File: src/design/ffha_pkg.sv
// shared constants and types for the first-fit heap allocator
package ffha_pkg;
  localparam int HeapBytes   = 16384;
  localparam int HeaderBytes = 24;
  localparam int OffW        = $clog2(HeapBytes);
  localparam int SizeW       = OffW;
  localparam int WalkW       = OffW + 2;

  localparam logic CMD_ALLOC   = 1'b0;
  localparam logic CMD_RELEASE = 1'b1;

  localparam logic [1:0] ST_ALLOCATED = 2'd0;
  localparam logic [1:0] ST_NO_MEMORY = 2'd1;
  localparam logic [1:0] ST_RELEASED  = 2'd2;
  localparam logic [1:0] ST_INVALID   = 2'd3;

  typedef struct packed {
    logic load;
    logic init_step;
    logic rd_at;
    logic rd_nx;
    logic set_at;
    logic advance;
    logic do_split;
    logic do_alloc;
    logic do_merge;
    logic do_free;
  } ffha_cmd_t;

  typedef struct packed {
    logic init_done;
    logic is_release;
    logic fits;
    logic nx_out;
    logic exact;
    logic splittable;
    logic rel_ok;
    logic both_free;
  } ffha_sts_t;
endpackage

File: src/design/ffha_ctrl.sv
// controller sequencing init, allocate walk and release merge walk
module ffha_ctrl (
  input  logic                 clk,
  input  logic                 rst_n,
  input  logic                 in_valid,
  output logic                 in_stall,
  output logic                 out_valid,
  input  logic                 out_stall,
  output logic [1:0]           out_status,
  output logic [13:0]          out_block_address,
  input  logic [13:0]          res_address,
  input  ffha_pkg::ffha_sts_t  sts,
  output ffha_pkg::ffha_cmd_t  cmd
);
  import ffha_pkg::*;

  localparam logic [3:0] S_INIT  = 4'd0, S_IDLE = 4'd1, S_ARD = 4'd2, S_AEV = 4'd3,
                         S_RCHK  = 4'd4, S_RCK2 = 4'd5, S_FREE = 4'd6, S_MRD = 4'd7,
                         S_MNX   = 4'd8, S_MEV = 4'd9, S_OUT = 4'd10, S_SPL = 4'd11;

  logic [3:0]  state_r, state_nxt;
  logic [1:0]  status_r, status_nxt;
  logic [13:0] addr_r, addr_nxt;
  logic        ov_r;

  assign in_stall = (state_r != S_IDLE);
  assign out_valid = ov_r;
  assign out_status = status_r;
  assign out_block_address = addr_r;

  always_comb begin
    cmd = '0; state_nxt = state_r; status_nxt = status_r; addr_nxt = addr_r;
    case (state_r)
      S_INIT: begin
        cmd.init_step = 1'b1;
        if (sts.init_done) state_nxt = S_IDLE;
      end
      S_IDLE: if (in_valid) begin
        cmd.load = 1'b1; state_nxt = S_ARD;
      end
      S_ARD: begin
        if (sts.is_release) begin
          cmd.set_at = 1'b1; state_nxt = S_RCHK;
        end else begin
          cmd.rd_at = 1'b1; state_nxt = S_AEV;
        end
      end
      S_AEV: begin
        if (sts.fits || sts.nx_out) begin
          addr_nxt = '0;
          status_nxt = ST_NO_MEMORY;
          state_nxt = S_OUT;
          if (sts.exact) begin
            cmd.do_alloc = 1'b1; status_nxt = ST_ALLOCATED; addr_nxt = res_address;
          end else if (sts.splittable) begin
            cmd.do_split = 1'b1; status_nxt = ST_ALLOCATED; addr_nxt = res_address;
            state_nxt = S_SPL;
          end
        end else begin
          cmd.advance = 1'b1; state_nxt = S_ARD;
        end
      end
      // front part of a split block is written back as used
      S_SPL: begin
        cmd.do_alloc = 1'b1; state_nxt = S_OUT;
      end
      S_RCHK: begin
        cmd.rd_at = 1'b1; state_nxt = S_RCK2;
      end
      S_RCK2: begin
        addr_nxt = '0;
        if (sts.rel_ok) state_nxt = S_FREE;
        else begin
          status_nxt = ST_INVALID; state_nxt = S_OUT;
        end
      end
      S_FREE: begin
        cmd.do_free = 1'b1; cmd.load = 1'b1; state_nxt = S_MRD;
      end
      S_MRD: begin
        cmd.rd_at = 1'b1; state_nxt = S_MNX;
      end
      S_MNX: begin
        if (sts.nx_out) begin
          status_nxt = ST_RELEASED; state_nxt = S_OUT;
        end else begin
          cmd.rd_nx = 1'b1; state_nxt = S_MEV;
        end
      end
      S_MEV: begin
        if (sts.both_free) begin
          cmd.do_merge = 1'b1; state_nxt = S_MNX;
        end else begin
          cmd.advance = 1'b1; state_nxt = S_MRD;
        end
      end
      // hold the result until it is taken
      S_OUT: if (ov_r && !out_stall) state_nxt = S_IDLE;
      default: state_nxt = S_INIT;
    endcase
  end

  always_ff @(posedge clk) begin
    if (!rst_n) begin
      state_r <= S_INIT; ov_r <= 1'b0;
    end else begin
      state_r <= state_nxt;
      if (state_r == S_OUT && !ov_r) ov_r <= 1'b1;
      else if (ov_r && !out_stall) ov_r <= 1'b0;
    end
  end

  always_ff @(posedge clk) begin
    status_r <= status_nxt;
    addr_r   <= addr_nxt;
  end
endmodule

File: config.mk
export PLATFORM = sky130hd
export DESIGN_NAME = ffha_ctrl
export DESIGN_NICKNAME = d
export VERILOG_FILES = /design/src/design/ffha_pkg.sv /design/src/design/ffha_ctrl.sv
export SDC_FILE = /design/constraint.sdc
export NUM_CORES = 1
export LEC_CHECK = 0
export ABC_AREA = 1
export BUFFER_PORTS_ARGS = -buffer_cell sky130_fd_sc_hd__buf_2
export CORE_UTILIZATION = 35
export CTS_BUF_LIST = sky130_fd_sc_hd__clkbuf_4 sky130_fd_sc_hd__clkbuf_8 sky130_fd_sc_hd__clkbuf_16
export DETAILED_ROUTE_END_ITERATION = 6
export PLACE_DENSITY_LB_ADDON = 0.2
export SYNTH_ARGS = -nofsm -noshare
export SYNTH_HDL_FRONTEND = slang
export SYNTH_SLANG_ARGS = --single-unit
File: constraint.sdc
create_clock -name clk -period 4.4 [get_ports clk]
set_input_delay 0.22 -clock clk [delete_from_list [all_inputs] [get_ports clk]]
set_output_delay 0.22 -clock clk [all_outputs]
set_load 0.005 [all_outputs]
**After elaboration in Yosys (flattened, before gate mapping)**

Index checks and enable logic that the tools add are counted.

- Logic and storage cells: 79
- Bits of input ports: 26
- Memory bits (read-only): 0
- Bits in writable memories: 0
- Flip-flop bits (word level): 21
- Memories: 0
- Latch bits: 0
- Output and inout bits: 28

- Equal/unequal tests: 18
- Add/sub/neg operators: 0
- Order comparisons: 0
- Bitwise operators: 0
- Shift operators: 0
- Mux-type cells: 44
- Divide/modulo/power cells: 0
- Reduce and logical (&&, ||, !) cells: 13
- Multiply operators: 0

Operators with widths:

| cell | count |
|---|---|
| case mux 4 bit (12 select lines) | 1 |
| two-way mux 14 bit | 3 |
| case mux 14 bit (2 select lines) | 1 |
| two-way mux 4 bit | 6 |
| two-way mux 1 bit | 22 |
| == test 4 x 3 -> 1 bit (second input constant) | 4 |
| == test 4 bit (second input constant) | 4 |
| != test 2 bit (second input constant) | 6 |
| two-way mux 2 bit | 5 |
| == test 4 x 2 -> 1 bit (second input constant) | 2 |
| case mux 1 bit (2 select lines) | 4 |
| case mux 2 bit (3 select lines) | 1 |
| == test 4 x 1 -> 1 bit (second input constant) | 1 |
| logical NOT 4 bit | 1 |
| != test 4 x 1 -> 1 bit (second input constant) | 1 |
| AND reduction 4 bit | 1 |
| nonzero test 2 bit | 2 |
| two-way mux 3 bit | 1 |
| AND reduction 3 bit | 1 |
| nonzero test 3 bit | 1 |
| logical AND 1 bit | 2 |
| logical NOT 1 bit | 2 |
| AND reduction 2 bit | 1 |
| OR reduction 2 bit | 1 |
| logical OR 1 bit | 1 |

**Depth between registers and ports, before layout**

Gate-level depths: netlist of run 1.

- Depth in word-level cells: 4
- Depth in mapped cells: 8
- Depth with buffers taken out: 8

**Worst setup path before layout of run 1**

No wires, ideal clock.

- Kind: register to register
- From: register state_r[2]
- To: register addr_r[0] (netlist: out_block_address[0]), enable pin
- Stages on the path, launching flop included: 6
- Buffers on the path: 1
- Required time: 4039 ps
- Setup time: 361 ps
- Path slack: 2810 ps
- Arrival: 1229 ps
- Cells stage by stage: dfxtp_1 > inv_1 > nor2_2 > nand2_4 > buf_2 > nand2_1

- Longest elaborated chain between the ends: 3
- Elaborated cells on any way between the ends: 5
- Those cells by class: eq/ne (3); reduce/logical (2)

Ends and longest elaborated chain:

| item | RTL line | RTL |
|---|---|---|
| from (decl) | ffha_ctrl.sv:21 | `logic [3:0] state_r, state_nxt;` |
| from (signal assigned) | ffha_ctrl.sv:107 | `state_r <= state_nxt;` |
| == test 4 x 2 -> 1 bit or == test 4 x 3 -> 1 bit (tied branches) | ffha_ctrl.sv:33 | `case (state_r)` |
| != test 2 bit (no source line) or nonzero test 2 bit (tied branches) | n/a |  |
| AND reduction 2 bit (no source line) * | n/a |  |
| to (signal assigned) | ffha_ctrl.sv:115 | `addr_r <= addr_nxt;` |
| to (decl) | ffha_ctrl.sv:23 | `logic [13:0] addr_r, addr_nxt;` |

Mark *: on every way between the ends. The rest lies on a longest branch, timed or not.
A chain may end at the register's enable or synchronous reset.

**Worst setup path after layout of run 1**

- From: register state_r[2]
- To: register addr_r[7] (netlist: out_block_address[7]), enable pin

The elaborated chain is that of the path after synthesis.

==> flow_metrics.tcl, run 1 <==
set metrics [dict create \
    setup_viol 0 \
    cp-end-kind "register" \
    grtUsageTotal_pct 14.7 \
    die_area_um2 3400 \
    ios 54 \
    cts_buffer_depth 2 \
    fin_cells 240 \
    grt_max_degree 20 \
    ir_drop_mv 0.249 \
    die_h_um 58.3 \
    antenna_found_initial 0 \
    path_class "reg -> reg" \
    vias_per_cell 4.43 \
    ctsRootBufferMaster "clkbuf_4" \
    tightest_slew_ns 0.921 \
    syn_area_um2 1110 \
    reg2reg_slack_ns 2.71 \
    min_from "rst_n" \
    drt_wl_total_mm 2.34 \
    cts_buffers 3 \
    rows 20 \
    status "finished, final reports clean" \
    crit_chain "inv_1 > nor2_2 > nand2_4 > nand2_1" \
    clock_sinks 21 \
    rsz0062_at_grt "false" \
    ys_seq_area_share_pct 52.4 \
    whs_endpoint "state_r[3]" \
    antenna_cells 0 \
    areaGrowthSynthToFinish_pct 30.8 \
    htreeDepth 1 \
    period_share_pct 38.3 \
    p_leak_uw 0.000801 \
    clk_latency_ns 0.30 \
    cp_slowest_cell "nand2_1" \
    cts_hold_buf 0 \
    fin_skew_ns 0.00233 \
    portBuffers 53 \
    critical_path_peak_fanout 19 \
    initial_utilization_pct 36.6 \
    grt_overflow_total 0 \
    vias 1064 \
    fin_ws_ns 2.71 \
    slew_viol_final 0 \
    final.min_clock_period_ns 1.69 \
    ys_ff_latch 21 \
    cts_tree "yes" \
    critPathLaunchType "register" \
    power.total_uw 536 \
    slowest_delay_ns 0.46 \
    grt_pass1_wl_mm 3.86 \
    clock.fmax_mhz 593 \
    whs_path_depth 3 \
    whs_ns 0.144 \
    dp_slack_ns 2.69 \
    avgSynthCellArea_um2 7.86 \
    finalHoldViolations 0 \
    die_w_um 58.3 \
    synth_fp_nets 167 \
    clk_pin_slew_worst_paths_ns 0.12 \
    drt_iter0_drc 41 \
    min_path_type "in -> reg" \
    wl_per_cell_um 9.75 \
    grt_pass1_vias 987 \
    p_per_area_nw_per_um2 369 \
    nets 223 \
    crit_required_ns 4.35 \
    reg2reg_depth 4 \
    relSlewSlack_pct 38.4 \
    dp_cells 236 \
    drcViolationCount 0 \
    drv_cap 0 \
    regToRegStartpoint "state_r[2]" \
    synthCells 141 \
    drive_gt1_share_pct 34.2 \
    ys_warn_count 0 \
    fin_tns_setup_ns 0 \
    ant_nets 0 \
    gp_congestion 0.861 \
    cts_resized 0 \
    r2r-end "out_block_address[7]" \
    core_area_um2 3030 \
    cts_setup_buffers 0 \
    synth_cell_types 22 \
    dr.pass1.iters 4 \
    worstPathArrival_ns 1.64 \
    hpwl_mm 1.85 \
]
[stage by stage]
stage          area [um^2]  utilization [%]
2_1_floorplan         1110                -
3_3_place_gp          1420             46.9
3_5_place_dp          1420             46.9
4_1_cts               1450             47.9
5_1_grt               1450             47.9
6_report              1450             47.9
[sequential cells by signal, summed over array words and instances, names as in the netlist]
name / cells
out_status: 2
out_valid: 1
state_r: 4
out_block_address: 14
[worst max path at each step]
stage	slack (ns)	cells past startpoint	end	start
after floorplan	2.81	5	out_block_address[0]	state_r[2]
after global placement	2.74	4	out_block_address[10]	state_r[2]
after detailed placement	2.69	4	out_block_address[7]	state_r[2]
after CTS	2.67	4	out_block_address[7]	state_r[2]
after global routing	2.54	4	out_block_address[11]	state_r[2]
final	2.71	4	out_block_address[7]	state_r[2]
[layer usage]
metal	part of all wire (%)	GRT usage [%]	vias up
met4	0.60	6.12	0
met1	48	18.8	459
met5	0	0	-
li1	-	-	554
met3	6.5	1.56	2
met2	45	25.3	49
[Yosys cell counts (all sizes together)]
cell type,count,area share (%)
edfxtp,16,43
a41oi,1,0.79
a21oi,3,1.7
a211oi,1,0.68
inv,22,7.4
nand3,8,3.6
o21ai,5,2.3
buf,1,0.45
dfxtp,5,9.0
clkbuf,1,0.34
o211ai,1,0.68
nor2,34,14
nand2,41,15
nand3b,1,0.68
nor3,1,0.45
[layout by cell type (no fill, tap or decap), drive strengths merged, types with 3 or more instances in the layout]
cell    netlist  final
nand2        41     41
nor2         34     34
clkbuf        1      3
nand3         8      8
inv          22     22
o21ai         5      5
edfxtp       16     16
dfxtp         5      5
a21oi         3      3
buf           1     53
[final cells by class]
| cell class | instances | area (um^2) |
|---|---|---|
| clock inverter | 1 | 7.51 |
| inverter | 22 | 82.6 |
| fill | 318 | 1580 |
| sequential | 21 | 581 |
| tap | 44 | 55.1 |
| multi-input combinational | 96 | 437 |
| clock buffer | 3 | 22.5 |
| timing repair buffer | 53 | 265 |
[where the power goes]
group	switching [uW]	internal (uW)	total, uW
registers	14.7	240	254
clock network	58.6	34.5	93.1
logic	115	73.2	188
total	188	347	536
[cell families (layout without fill, tap and decap cells)]
group / count (synthesis) / in the layout / share of synthesized area [%]
buffers and inverters: 24 / 79 / 8.24
AO/OA/AOI/OAI: 11 / 11 / 6.10
flip-flops: 21 / 21 / 52.4
AND/OR/NAND/NOR: 85 / 85 / 33.3
[worst max-delay path, delay by kind of cell (launching register included)]
| family | cells | cell delay, ns |
|---|---|---|
| flip-flops | 1 | 0.43 |
| buffers and inverters | 1 | 0.07 |
| AND/OR/NAND/NOR | 3 | 0.84 |
(Power assumes the default switching activity.)
==> run 2: changes to the inputs <==
==> constraint.sdc (replaced) <==
create_clock -name clk -period 1.5 [get_ports clk]
set_input_delay 0.075 -clock clk [delete_from_list [all_inputs] [get_ports clk]]
set_output_delay 0.075 -clock clk [all_outputs]
set_load 0.005 [all_outputs]
==> run 2 against run 1 <==
Effect of this change: setup slack got worse by 2.6 ns; largest power group unchanged; sequential power rose to 3.0 times the previous value; register-to-register slack got worse by 2.6 ns; highest routed layer is now met3; largest cell class unchanged.
==> flow_metrics.tcl, run 2 (synthesis gave the netlist of run 1 again) <==
set metrics [dict create \
    status "finished, final reports clean" \
    grt_max_degree 16 \
    p_per_area_nw_per_um2 1060 \
    seq_area_um2 588 \
    final.min_clock_period_ns 1.42 \
    grt_pass1_vias 1035 \
    p_leak_uw 0.000825 \
    die_h_um 58.3 \
    final_cell_mix "buf_2 (53), nand2_1 (37), nor2_1 (29), inv_1 (21), edfxtp_1 (16)" \
    p_sw_share_pct 35.0 \
    ios 54 \
    clk_pin_slew_worst_paths_ns 0.11 \
    ant_nets 0 \
    ctsRootBufferMaster "clkbuf_4" \
    reg2reg_slack_ns 0.16 \
    ir_drop_mv 0.720 \
    largest_reg_flops 14 \
    relSlewSlack_pct 77.8 \
    cts_setup_buffers 0 \
    power.total_uw 1600 \
    wl_per_cell_um 9.99 \
    htreeDepth 1 \
    power_frac_seq_pct 47.0 \
    cts_buffers 3 \
    combPwrFrac_pct 36.0 \
    cts_buffer_depth 2 \
    hpwl_mm 1.97 \
    period_share_pct 94.9 \
    grt_pass1_wl_mm 4.20 \
    drv_cap 0 \
    tightest_slew_ns 0.331 \
    rsz0062_at_grt "true" \
    antenna_found_initial 0 \
    fin_ws_ns 0.0758 \
    multi_input_area_um2 449 \
    path_class "reg -> out" \
    areaGrowthSynthToFinish_pct 36.2 \
    finalHoldViolations 0 \
    min_path_type "in -> reg" \
    vias_per_cell 4.40 \
    slew_viol_final 0 \
    gp_congestion 0.840 \
    drive_gt1_share_pct 38.3 \
    clk_latency_ns 0.30 \
    drcViolationCount 0 \
    cp-end-kind "output port" \
    dp_slack_ns 0.0834 \
    antenna_cells 0 \
    critical_path_peak_fanout 5 \
    whs_ns 0.0504 \
    worstPathArrival_ns 1.35 \
    drt_wl_total_mm 2.45 \
    drt_iter0_drc 45 \
    clock.fmax_mhz 702 \
    p_switching_uw 562 \
    core_area_um2 3030 \
    crit_required_ns 1.42 \
    layout_commonest_cell "buf_2" \
    cts_tree "yes" \
    initial_utilization_pct 36.6 \
    n_fill_cell 320 \
    grt_overflow_total 0 \
    rows 20 \
    grtUsageTotal_pct 15.9 \
    intPower_uw 1040 \
    portBuffers 53 \
    die_area_um2 3400 \
    pwr-share-clk_pct 17.0 \
    clock_sinks 21 \
    critPathLaunchType "register" \
    setup_viol 0 \
    fin_tns_setup_ns 0 \
    vias 1077 \
    fin_util_pct 49.9 \
    dr.pass1.iters 4 \
    nets 228 \
    die_w_um 58.3 \
    fin_skew_ns 0.00896 \
]
run 2: power by group through the flow:
stage	Combinational [uW]	Clock, uW	Sequential [uW]
after floorplan	372	0	759
after global placement	569	0	758
after detailed placement	575	0	760
after CTS	580	281	747
after global routing	666	301	763
final	578	272	754
run 2: worst paths after layout:
check / startpoint / end / cells past startpoint
max: state_r[3] / cmd[7] / 5
min: in_valid / state_r[0] / 4
max reg2reg: state_r[3] / out_status[0] / 6
min reg2reg: out_valid / out_valid / 2
run 2: cell type report:
class,count,share of cell area [%]
clock buffer,3,1.49
clock inverter,1,0.497
inverter,22,5.47
multi-input combinational,96,29.7
sequential,21,38.9
tap,44,3.65
timing repair buffer,58,20.2
run 2: what timing repair did:
item                                   4_1_cts  5_1_grt
setup endpoints to repair                    1       19
hold buffers                                 1        0
cloned                                       0        0
endpoints found under the hold margin        1        0
gates resized for setup                      1        6
pin swaps                                    0        1
run 2: worst max-delay path, stage by stage, from the launching register on:
cell and delay, ns:
dfxtp_2 0.36, nor2_2 0.14, buf_4 0.16, nand3b_1 0.14, o211ai_1 0.12, buf_2 0.14
run 2: per-layer routing:
| layer | up-vias | wire length (um) | track usage, % |
|---|---|---|---|
| li1 | 569 | - | - |
| met1 | 468 | 1170 | 22.0 |
| met2 | 40 | 1140 | 25.9 |
| met3 | 0 | 130 | 1.79 |
| met4 | 0 | 0 | 5.10 |
| met5 | - | 0 | 0 |
run 2: stage by stage:
step           cells  instance area [um^2]
2_1_floorplan    141                  1110
3_3_place_gp     240                  1450
3_5_place_dp     240                  1450
4_1_cts          245                  1490
5_1_grt          245                  1510
6_report         245                  1510
